==> src/rtl/core/dns_response_address_parser_defines.svh <==
// Assertion macros for the DNS response address parser
`ifndef DNS_RESPONSE_ADDRESS_PARSER_DEFINES_SVH
`define DNS_RESPONSE_ADDRESS_PARSER_DEFINES_SVH
`ifndef SYNTHESIS
`define DRAP_ASSERT(label, clk, rst_n, prop, msg) \
    label: assert property (@(posedge clk) disable iff (!rst_n) prop) else $error(msg);
`define DRAP_ASSERT_RST(label, clk, prop, msg) \
    label: assert property (@(posedge clk) prop) else $error(msg);
`else
`define DRAP_ASSERT(label, clk, rst_n, prop, msg)
`define DRAP_ASSERT_RST(label, clk, prop, msg)
`endif
`endif

==> src/rtl/core/drap_pkg.sv <==
// Types and constants for the DNS response address parser
package drap_pkg;
    localparam logic [7:0] PTR_MASK = 8'hC0;
    localparam int HEADER_BYTES = 12;
    localparam int FIXED_BYTES = 10;

    localparam logic [2:0] ST_OK = 3'd0;
    localparam logic [2:0] ST_SHORT = 3'd1;
    localparam logic [2:0] ST_BADID = 3'd2;
    localparam logic [2:0] ST_NOANS = 3'd3;
    localparam logic [2:0] ST_QERR = 3'd4;
    localparam logic [2:0] ST_TRUNC = 3'd5;

    typedef enum logic [8:0] {
        PH_HDR   = 9'b000000001,
        PH_QNAME = 9'b000000010,
        PH_QSKIP = 9'b000000100,
        PH_ANAME = 9'b000001000,
        PH_AFIX  = 9'b000010000,
        PH_ADATA = 9'b000100000,
        PH_OK    = 9'b001000000,
        PH_BADID = 9'b010000000,
        PH_NOANS = 9'b100000000
    } t_phase;

    typedef struct packed {
        logic        kind;
        logic [31:0] address;
        logic [2:0]  status;
        logic [5:0]  found_count;
        logic        last;
    } t_result;
endpackage

==> src/rtl/core/drap_if.sv <==
// Valid/ready channel interfaces for bytes and results
interface drap_byte_if;
    logic       valid;
    logic       ready;
    logic [7:0] data_byte;
    logic       last_byte;
    modport source (output valid, output data_byte, output last_byte, input ready);
    modport sink (input valid, input data_byte, input last_byte, output ready);
endinterface

interface drap_result_if;
    logic        valid;
    logic        ready;
    logic        result_kind;
    logic [31:0] address;
    logic [2:0]  status;
    logic [5:0]  found_count;
    logic        last_result;
    modport source (output valid, output result_kind, output address, output status,
                    output found_count, output last_result, input ready);
    modport sink (input valid, input result_kind, input address, input status,
                  input found_count, input last_result, output ready);
endinterface

==> src/rtl/core/drap_front.sv <==
// Parser front: walks the message, up to two results per byte beat
module drap_front import drap_pkg::*; #(
    parameter int MAX_MESSAGE_BYTES = 512
) (
    input  logic        i_clk,
    input  logic        i_rst_n,
    input  logic        i_step,
    input  logic [7:0]  i_byte,
    input  logic        i_last,
    input  logic [15:0] i_match_id,
    output logic        o_addr_valid,
    output t_result     o_addr,
    output logic        o_stat_valid,
    output t_result     o_stat
);
    localparam int OW = $clog2(MAX_MESSAGE_BYTES + 1);

    t_phase      r_phase, n_phase;
    logic [OW-1:0] r_off, n_off;
    logic [3:0]  r_fidx, n_fidx;
    logic [15:0] r_mid, n_mid, r_ql, n_ql, r_al, n_al, r_skip, n_skip;
    logic [15:0] r_rt, n_rt, r_rc, n_rc, r_dl, n_dl;
    logic [31:0] r_acc, n_acc;
    logic [5:0]  r_found, n_found;
    logic        is_a;
    logic [2:0]  fstat;

    assign is_a = (n_rt == 16'd1) && (n_rc == 16'd1) && (n_dl == 16'd4);

    always_comb begin
        n_phase = r_phase; n_off = r_off; n_fidx = r_fidx; n_mid = r_mid;
        n_ql = r_ql; n_al = r_al; n_skip = r_skip; n_rt = r_rt; n_rc = r_rc;
        n_dl = r_dl; n_acc = r_acc; n_found = r_found;
        o_addr_valid = 1'b0;
        o_addr = '0;
        if (r_off < OW'(MAX_MESSAGE_BYTES)) begin
            n_off = r_off + 1'b1;
            unique case (r_phase)
                PH_HDR: begin
                    if (r_off < OW'(2)) n_mid = {r_mid[7:0], i_byte};
                    else if (r_off == OW'(4) || r_off == OW'(5)) n_ql = {r_ql[7:0], i_byte};
                    else if (r_off == OW'(6) || r_off == OW'(7)) n_al = {r_al[7:0], i_byte};
                    if (r_off == OW'(HEADER_BYTES - 1)) begin
                        n_skip = '0;
                        if (r_mid != i_match_id) n_phase = PH_BADID;
                        else if (r_al == '0) n_phase = PH_NOANS;
                        else n_phase = (r_ql != '0) ? PH_QNAME : PH_ANAME;
                    end
                end
                PH_QNAME, PH_ANAME: begin
                    if (r_skip != '0) begin
                        n_skip = r_skip - 1'b1;
                    end else if ((i_byte & PTR_MASK) == PTR_MASK || i_byte == '0) begin
                        if (r_phase == PH_QNAME) begin
                            n_ql = r_ql - 1'b1;
                            n_skip = (i_byte != '0) ? 16'd5 : 16'd4;
                            n_phase = PH_QSKIP;
                        end else begin
                            n_skip = (i_byte != '0) ? 16'd1 : 16'd0;
                            n_fidx = '0;
                            n_phase = PH_AFIX;
                        end
                    end else begin
                        n_skip = {8'd0, i_byte};
                    end
                end
                PH_QSKIP: begin
                    if (r_skip != '0) n_skip = r_skip - 1'b1;
                    if (n_skip == '0) n_phase = (r_ql != '0) ? PH_QNAME : PH_ANAME;
                end
                PH_AFIX: begin
                    if (r_skip != '0) begin
                        n_skip = r_skip - 1'b1;
                    end else begin
                        if (r_fidx < 4'd2) n_rt = {r_rt[7:0], i_byte};
                        else if (r_fidx < 4'd4) n_rc = {r_rc[7:0], i_byte};
                        else if (r_fidx >= 4'd8) n_dl = {r_dl[7:0], i_byte};
                        n_fidx = r_fidx + 1'b1;
                        if (n_fidx >= 4'(FIXED_BYTES)) begin
                            n_fidx = '0;
                            n_al = r_al - 1'b1;
                            n_acc = '0;
                            if (n_dl == '0) begin
                                n_skip = '0;
                                n_phase = (n_al != '0) ? PH_ANAME : PH_OK;
                            end else begin
                                n_skip = n_dl;
                                n_phase = PH_ADATA;
                            end
                        end
                    end
                end
                PH_ADATA: begin
                    n_acc = {r_acc[23:0], i_byte};
                    if (r_skip != '0) n_skip = r_skip - 1'b1;
                    if (n_skip == '0) begin
                        if (is_a) begin
                            if (r_found != 6'd63) n_found = r_found + 1'b1;
                            o_addr_valid = 1'b1;
                            o_addr.address = n_acc;
                            o_addr.found_count = n_found;
                        end
                        n_phase = (r_al != '0) ? PH_ANAME : PH_OK;
                    end
                end
                default: ;
            endcase
        end
    end

    always_comb begin
        case (n_phase)
            PH_HDR: fstat = ST_SHORT;
            PH_QNAME: fstat = ST_QERR;
            PH_QSKIP: fstat = (n_ql != '0) ? ST_QERR : ST_TRUNC;
            PH_ADATA: fstat = (is_a || n_al != '0) ? ST_TRUNC : ST_OK;
            PH_OK: fstat = ST_OK;
            PH_BADID: fstat = ST_BADID;
            PH_NOANS: fstat = ST_NOANS;
            default: fstat = ST_TRUNC;
        endcase
        o_stat_valid = i_last;
        o_stat.kind = 1'b1;
        o_stat.address = '0;
        o_stat.status = fstat;
        o_stat.found_count = n_found;
        o_stat.last = 1'b1;
    end

    always_ff @(posedge i_clk) begin
        if (!i_rst_n || (i_step && i_last)) begin
            r_phase <= PH_HDR; r_off <= '0; r_fidx <= '0; r_mid <= '0; r_ql <= '0;
            r_al <= '0; r_skip <= '0; r_rt <= '0; r_rc <= '0; r_dl <= '0;
            r_acc <= '0; r_found <= '0;
        end else if (i_step) begin
            r_phase <= n_phase; r_off <= n_off; r_fidx <= n_fidx; r_mid <= n_mid;
            r_ql <= n_ql; r_al <= n_al; r_skip <= n_skip; r_rt <= n_rt; r_rc <= n_rc;
            r_dl <= n_dl; r_acc <= n_acc; r_found <= n_found;
        end
    end
endmodule

==> src/rtl/core/drap_queue.sv <==
// Result queue between parser front and output port, two writes per beat
module drap_queue import drap_pkg::*; (
    input  logic    i_clk,
    input  logic    i_rst_n,
    input  logic    i_wr0,
    input  t_result i_d0,
    input  logic    i_wr1,
    input  t_result i_d1,
    output logic    o_room,
    output logic    o_valid,
    output t_result o_q,
    input  logic    i_pop
);
    localparam int DEPTH = 4;
    t_result     r_mem [DEPTH];
    logic [1:0]  r_rd, r_wr;
    logic [2:0]  r_cnt;
    logic [1:0]  nwr;
    logic        pop;

    assign pop = i_pop && (r_cnt != '0);
    assign nwr = {1'b0, i_wr0} + {1'b0, i_wr1};
    assign o_room = (r_cnt <= 3'(DEPTH - 2));
    assign o_valid = (r_cnt != '0);
    assign o_q = r_mem[r_rd];

    always_ff @(posedge i_clk) begin
        if (i_wr0) r_mem[r_wr] <= i_d0;
        if (i_wr1) r_mem[i_wr0 ? r_wr + 2'd1 : r_wr] <= i_d1;
        if (!i_rst_n) begin
            r_rd <= '0; r_wr <= '0; r_cnt <= '0;
        end else begin
            r_wr <= r_wr + nwr;
            r_rd <= r_rd + {1'b0, pop};
            r_cnt <= r_cnt + {1'b0, nwr} - {2'b0, pop};
        end
    end
endmodule

==> src/rtl/core/dns_response_address_parser.sv <==
// Top level of the DNS response address parser
// Results: each result is written into the result queue on the byte beat that causes it.
// Throughput: one byte per cycle; input stalls only when the four-entry result
// queue holds more than two results not yet taken.
// Reset: synchronous active low; clears parse state and queue, match ID to 0x1234.
`include "dns_response_address_parser_defines.svh"
module dns_response_address_parser import drap_pkg::*; #(
    parameter int MAX_MESSAGE_BYTES = 512
) (
    input  logic        i_clk,
    input  logic        i_rst_n,
    input  logic        i_cfg_we,
    input  logic [15:0] i_cfg_wdata,
    drap_byte_if.sink   i_in,
    drap_result_if.source o_out
);
    logic [15:0] r_match_id;
    logic        step, av, sv, room;
    t_result     ad, sd, q;

    always_ff @(posedge i_clk) begin
        if (!i_rst_n) r_match_id <= 16'h1234;
        else if (i_cfg_we) r_match_id <= i_cfg_wdata;
    end

    assign i_in.ready = room;
    assign step = i_in.valid && room;

    drap_front #(.MAX_MESSAGE_BYTES(MAX_MESSAGE_BYTES)) u_front (
        .i_clk, .i_rst_n, .i_step(step), .i_byte(i_in.data_byte), .i_last(i_in.last_byte),
        .i_match_id(r_match_id), .o_addr_valid(av), .o_addr(ad),
        .o_stat_valid(sv), .o_stat(sd)
    );

    drap_queue u_queue (
        .i_clk, .i_rst_n, .i_wr0(step && av), .i_d0(ad), .i_wr1(step && sv), .i_d1(sd),
        .o_room(room), .o_valid(o_out.valid), .o_q(q), .i_pop(o_out.ready)
    );

    assign o_out.result_kind = q.kind;
    assign o_out.address = q.address;
    assign o_out.status = q.status;
    assign o_out.found_count = q.found_count;
    assign o_out.last_result = q.last;

    `DRAP_ASSERT(a_stall_hold, i_clk, i_rst_n, (o_out.valid && !o_out.ready) |=> o_out.valid, "result lost")
    `DRAP_ASSERT(a_kind_last, i_clk, i_rst_n, o_out.valid |-> (o_out.result_kind == o_out.last_result), "kind and last disagree")
    `DRAP_ASSERT(a_addr_zero, i_clk, i_rst_n, (o_out.valid && o_out.result_kind) |-> (o_out.address == '0), "status carries address")
endmodule
==> src/flat_wrapper.sv <==
// flat-port wrapper written by rule: the top's interface ports become plain ports
module dns_response_address_parser_flat import drap_pkg::*;
#(
    parameter int MAX_MESSAGE_BYTES = 512
)
  (i_clk, i_rst_n, i_cfg_we, i_cfg_wdata, i_in_valid, i_in_data_byte, i_in_last_byte, i_in_ready, o_out_valid, o_out_result_kind, o_out_address, o_out_status, o_out_found_count, o_out_last_result, o_out_ready);
  drap_byte_if i_in_i ();
  drap_result_if o_out_i ();
  input  logic i_clk;
  input  logic i_rst_n;
  input  logic i_cfg_we;
  input  logic [15:0] i_cfg_wdata;
  input wire logic [$bits(i_in_i.valid)-1:0] i_in_valid;
  input wire logic [$bits(i_in_i.data_byte)-1:0] i_in_data_byte;
  input wire logic [$bits(i_in_i.last_byte)-1:0] i_in_last_byte;
  output wire logic [$bits(i_in_i.ready)-1:0] i_in_ready;
  output wire logic [$bits(o_out_i.valid)-1:0] o_out_valid;
  output wire logic [$bits(o_out_i.result_kind)-1:0] o_out_result_kind;
  output wire logic [$bits(o_out_i.address)-1:0] o_out_address;
  output wire logic [$bits(o_out_i.status)-1:0] o_out_status;
  output wire logic [$bits(o_out_i.found_count)-1:0] o_out_found_count;
  output wire logic [$bits(o_out_i.last_result)-1:0] o_out_last_result;
  input wire logic [$bits(o_out_i.ready)-1:0] o_out_ready;
  assign i_in_i.valid = i_in_valid;
  assign i_in_i.data_byte = i_in_data_byte;
  assign i_in_i.last_byte = i_in_last_byte;
  assign i_in_ready = i_in_i.ready;
  assign o_out_valid = o_out_i.valid;
  assign o_out_result_kind = o_out_i.result_kind;
  assign o_out_address = o_out_i.address;
  assign o_out_status = o_out_i.status;
  assign o_out_found_count = o_out_i.found_count;
  assign o_out_last_result = o_out_i.last_result;
  assign o_out_i.ready = o_out_ready;
  dns_response_address_parser #(.MAX_MESSAGE_BYTES(MAX_MESSAGE_BYTES)) u_core (.i_clk(i_clk), .i_rst_n(i_rst_n), .i_cfg_we(i_cfg_we), .i_cfg_wdata(i_cfg_wdata), .i_in(i_in_i), .o_out(o_out_i));
endmodule
==> config.mk <==
export PLATFORM = sky130hd
export DESIGN_NAME = dns_response_address_parser_flat
export DESIGN_NICKNAME = d
export VERILOG_FILES = /design/src/rtl/core/drap_pkg.sv /design/src/rtl/core/drap_if.sv /design/src/rtl/core/drap_front.sv /design/src/rtl/core/drap_queue.sv /design/src/rtl/core/dns_response_address_parser.sv /design/src/flat_wrapper.sv
export VERILOG_INCLUDE_DIRS = /design/src /design/src/rtl/core
export SDC_FILE = /design/constraint.sdc
export NUM_CORES = 1
export LEC_CHECK = 0
export BUFFER_PORTS_ARGS = -buffer_cell sky130_fd_sc_hd__buf_2
export CAP_MARGIN = 20
export CELL_PAD_IN_SITES_DETAIL_PLACEMENT = 1
export CELL_PAD_IN_SITES_GLOBAL_PLACEMENT = 1
export CORE_MARGIN = 2
export CORE_UTILIZATION = 43
export CTS_CLUSTER_DIAMETER = 60
export CTS_CLUSTER_SIZE = 8
export DETAILED_ROUTE_END_ITERATION = 7
export HOLD_SLACK_MARGIN = 0.05
export PLACE_DENSITY_LB_ADDON = 0.2
export SETUP_SLACK_MARGIN = 0.1
export SKIP_CTS_REPAIR_TIMING = 1
export SYNTH_ARGS = -nofsm -noshare
export SYNTH_HDL_FRONTEND = slang
export SYNTH_SLANG_ARGS = --single-unit
==> constraint.sdc <==
create_clock -name i_clk -period 4.35 [get_ports i_clk]
set_input_delay 0.2175 -clock i_clk [delete_from_list [all_inputs] [get_ports i_clk]]
set_output_delay 0.2175 -clock i_clk [all_outputs]
set_load 0.01 [all_outputs]
==> summary.md <==
| Metric | Value |
|---|---|
| Run status | `completed` |
| Inserted Clock Buffers | `53` |
| Maxcap violations | `0` |
| Sequential element share of the synthesized area | `41.1%` |
| Hold Violations, Final | `0` |
| Post-synth cell types | `a little over 80` |
| Post-synthesis register bit count | `356` |
| Data arrival time of the worst path | `between 4 and 5 ns` |
| Worst reg2reg path depth | `14` |
| Placer congestion estimate | `0.901` |
| CTS tree | `done` |
| Adder-cell area share of the yosys netlist | `under 10%` |
| Achievable Freq | `0.234 GHz` |
| VDD IR max | `280 uV` |
| GRT overflow | `0` |
| Gr usage total | `between 20% and 30%` |
| Power per cell area | `approximately 470 mW/mm^2` |
| Leak pwr | `approximately 8 nW` |
| Row cnt | `75` |
| Clock power share | `36.9%` |
| Area after DPL | `~0.020 mm^2` |
| Combinational Power Share | `26.8%` |
| Top_reg_cell synth | `dfxtp_1` |
| Vias in the first global route | `around 18000` |
| Cell Area, Synth | `0.0182 mm^2` |
| Worst EP required | `roughly 4.7 ns` |
| Relative slew slack | `47.2%` |
| Drt pass-1 iters | `6` |
| Initial antenna violation count | `0` |
| WHS Path Cells | `3` |
| Cells after DPL | `2805` |
| Sw Share | `roughly a third` |
| Largest net degree at the start of global routing | `91` |
| Worst R2R Setup Slack | `0.07 ns` |
| Drt wl/cell | `22.2 um` |
| Commonest non-fill, non-tap cells in the layout | `nand2_1, dfxtp_1, a21oi_1` |
| Vias | `17400` |
| Hold slack | `just over 0.04 ns` |
| H-tree Lvls | `2` |
| Worst path depth | `14` |
| Layout cells sized above 1 | `16.2%` |
| Flop pwr share | `a little over a third` |
| Setup crit end | `u_core.u_queue.r_mem[0][3]` |
| Worst-path clk slew | `0.05 ns` |
| Via density | `6.01` |
| Final Max Slew Viols | `0` |
| Post-Synth Simple-Gate Area | `between 20% and 30%` |
| Complex-gate fraction of the synthesized area | `17.2%` |
| Most common cell on crit path | `buf_4` |
| Least-Margin Pin Slew | `around 0.79 ns` |
| Ant diodes | `0` |
| Ys async rst share | `0%` |
| Initial DRC count | `1251` |
| First-pass GRT wire length | `slightly below 100000 um` |
| Non-Filler Instances | `between 2000 and 3000` |
| Post-Place Worst Slack | `-0.217 ns` |
| Slowest stage delay, CP | `0.54 ns` |
| Final worst-path cycle share | `98.4%` |
| CP bufs+invs | `4` |
| Post-route cell area | `0.0215 mm^2` |
| Synth warn | `0` |
| Chip width | `210 um` |
| Top Family by Delay on Critical Path | `simple AND/OR/NAND/NOR gates` |
| Fin crit period | `4.28 ns` |
| Peak fanout along the critical path | `11` |
| EDFF count, synth | `36` |
| Crit. End Element | `flip-flop` |
| R2R Path Start | `u_core.u_front.r_dl[0]` |
| Min-delay worst type | `in -> reg` |
| Setup CP Type | `reg -> reg` |
| Commonest non-fill, non-tap cell in the layout | `nand2_1` |
| Dpl hpwl | `42700 um` |
| Initial Utilization | `43.5%` |
| Post-synthesis cell count | `2240` |
| Final WL | `~64000 um` |
| R2R Path End | `u_core.u_queue.r_mem[0][3]` |
| Final WS setup | `approximately 0.069 ns` |
| Root Driver | `clkbuf_16` |
| IO Pins | `75` |
| Synth Area in XOR/XNOR | `2.64%` |
| Critical-path top delay cell | `or4b_4` |
| Fin nets | `2398` |
| Final setup violation count | `0` |
| Sink Count | `356` |
| Cell Int Power | `between 6 and 7 mW` |
| Mean Syn Cell Area | `8.13 um^2` |
| CP Cell Sequence | `or4_4 -> or4b_4 -> nor4_4 -> mux2i_1 -> or4_4 -> nor4b_4 -> buf_4 -> nand2_2 -> buf_4 -> nand3_1 -> a21oi_4 -> nor2_2 -> clkinvlp_4 -> buf_4` |
| Port Buffers | `74` |
| Critical Path Source | `u_core.u_front.r_dl[0]` |
| Die H | `210 um` |
| Final core utilization | `around 50%` |
| Largest family of logic cells by synthesized area | `simple AND/OR/NAND/NOR gates` |
| Post-DRT Antenna Nets | `0` |
| Post-synthesis mux area share | `7.52%` |
| Worst-case clock buffer depth | `3` |
| RSZ-0062 raised after global routing | `yes` |
| DR DRC count | `0` |
| Clk Latency, worst-skew pair | `0.60 ns` |
| Fin Setup TNS | `0 ns` |
| Area Growth Syn to Fin | `18.0%` |
| Switching power | `3.34 mW` |
| Clock Skew | `between 0.015 and 0.02 ns` |
| Syn nets | `between 2000 and 2500` |
| Tot Pwr | `around 10 mW` |
| Core Area | `approximately 0.042 mm^2` |
| CP Launch Type | `flip-flop` |
| Die footprint | `~0.044 mm^2` |
[flip-flops by register name, indices dropped and copies added (netlist names)]
register / flops
u_core.u_front.r_found: 6
u_core.u_front.r_mid: 16
u_core.u_front.r_ql: 16
u_core.u_queue.r_cnt: 3
u_core.u_front.r_rt: 16
u_core.u_queue.r_rd: 2
u_core.r_match_id: 16
u_core.u_front.r_fidx: 4
u_core.u_front.r_skip: 16
u_core.u_front.r_al: 16
u_core.u_front.r_rc: 16
u_core.u_queue.r_wr: 2
u_core.u_front.r_acc: 24
u_core.u_front.r_dl: 16
u_core.u_front.r_phase: 9
u_core.u_front.r_off: 10
u_core.u_queue.r_mem: 168
[synthesized netlist by cell type, types with 21 or more instances]
| library cell | n | area, um^2 |
|---|---|---|
| mux2i_1 | 39 | 390 |
| nand3_1 | 48 | 240 |
| a211oi_1 | 37 | 278 |
| nor3_1 | 54 | 270 |
| nor4_1 | 44 | 275 |
| mux4_2 | 42 | 946 |
| dfxtp_1 | 320 | 6410 |
| a21oi_1 | 259 | 1300 |
| or3_1 | 21 | 131 |
| xor2_1 | 38 | 333 |
| nand2_1 | 485 | 1820 |
| inv_1 | 35 | 131 |
| ha_1 | 23 | 288 |
| clkbuf_1 | 143 | 537 |
| edfxtp_1 | 36 | 1080 |
| o21ai_0 | 54 | 270 |
| a22oi_1 | 42 | 315 |
| nor2_1 | 188 | 706 |
| nor2b_1 | 32 | 200 |
[routing by layer]
metal | global-route usage (%) | share of wire, % | vias to the layer above
met5 | 0 | 0 | -
met4 | 9.81 | 3.2 | 0
met3 | 4.59 | 4.7 | 132
met2 | 49.9 | 49 | 450
met1 | 35.2 | 43 | 8714
li1 | - | - | 8119
[layout make-up]
cell class | instances | area, um^2
tap | 539 | 674
clock buffer | 63 | 1380
timing repair buffer | 225 | 1620
sequential | 356 | 7490
multi-input combinational | 1673 | 10100
clock inverter | 7 | 80.1
fill | 4983 | 20400
inverter | 35 | 135
[cell families after synthesis]
kind of cell               count (synthesis)
DFF                                      356
buffers and inverters                    211
AOI/OAI and AO/OA                        513
and+or+nand+nor                          997
adders and majority gates                 24
muxes                                     84
xor gates and xnor gates                  55
[tightest hold or removal path, delay by kind of cell]
family                 cells  cell delay, ns
buffers and inverters      1            0.21
and+or+nand+nor            1            0.09
AOI/OAI and AO/OA          1            0.06
[power by group through the flow]
stage          combinational, mW  sequential, mW  clock (mW)
2_1_floorplan               1.69            3.57           0
3_3_place_gp                2.51            3.68           0
3_5_place_dp                2.56            3.69           0
4_1_cts                     2.57            3.62        3.77
5_1_grt                     2.91            3.65        3.91
6_report                    2.69            3.63        3.70
[how the worst min path moves through the flow]
stage	slack, ns	from	endpoint
finish	0.04	i_in_data_byte[2]	u_core.u_front.r_rt[2]
global route	0.05	i_in_data_byte[2]	u_core.u_front.r_rt[2]
CTS	-0.18	i_cfg_wdata[4]	u_core.r_match_id[4]
detailed placement	0.44	u_core.u_queue.r_mem[0][0]	u_core.u_queue.r_mem[0][0]
global placement	0.43	u_core.u_queue.r_mem[1][0]	u_core.u_queue.r_mem[1][0]
floorplan	0.35	i_rst_n	u_core.r_match_id[0]
(Power assumes the default switching activity.)
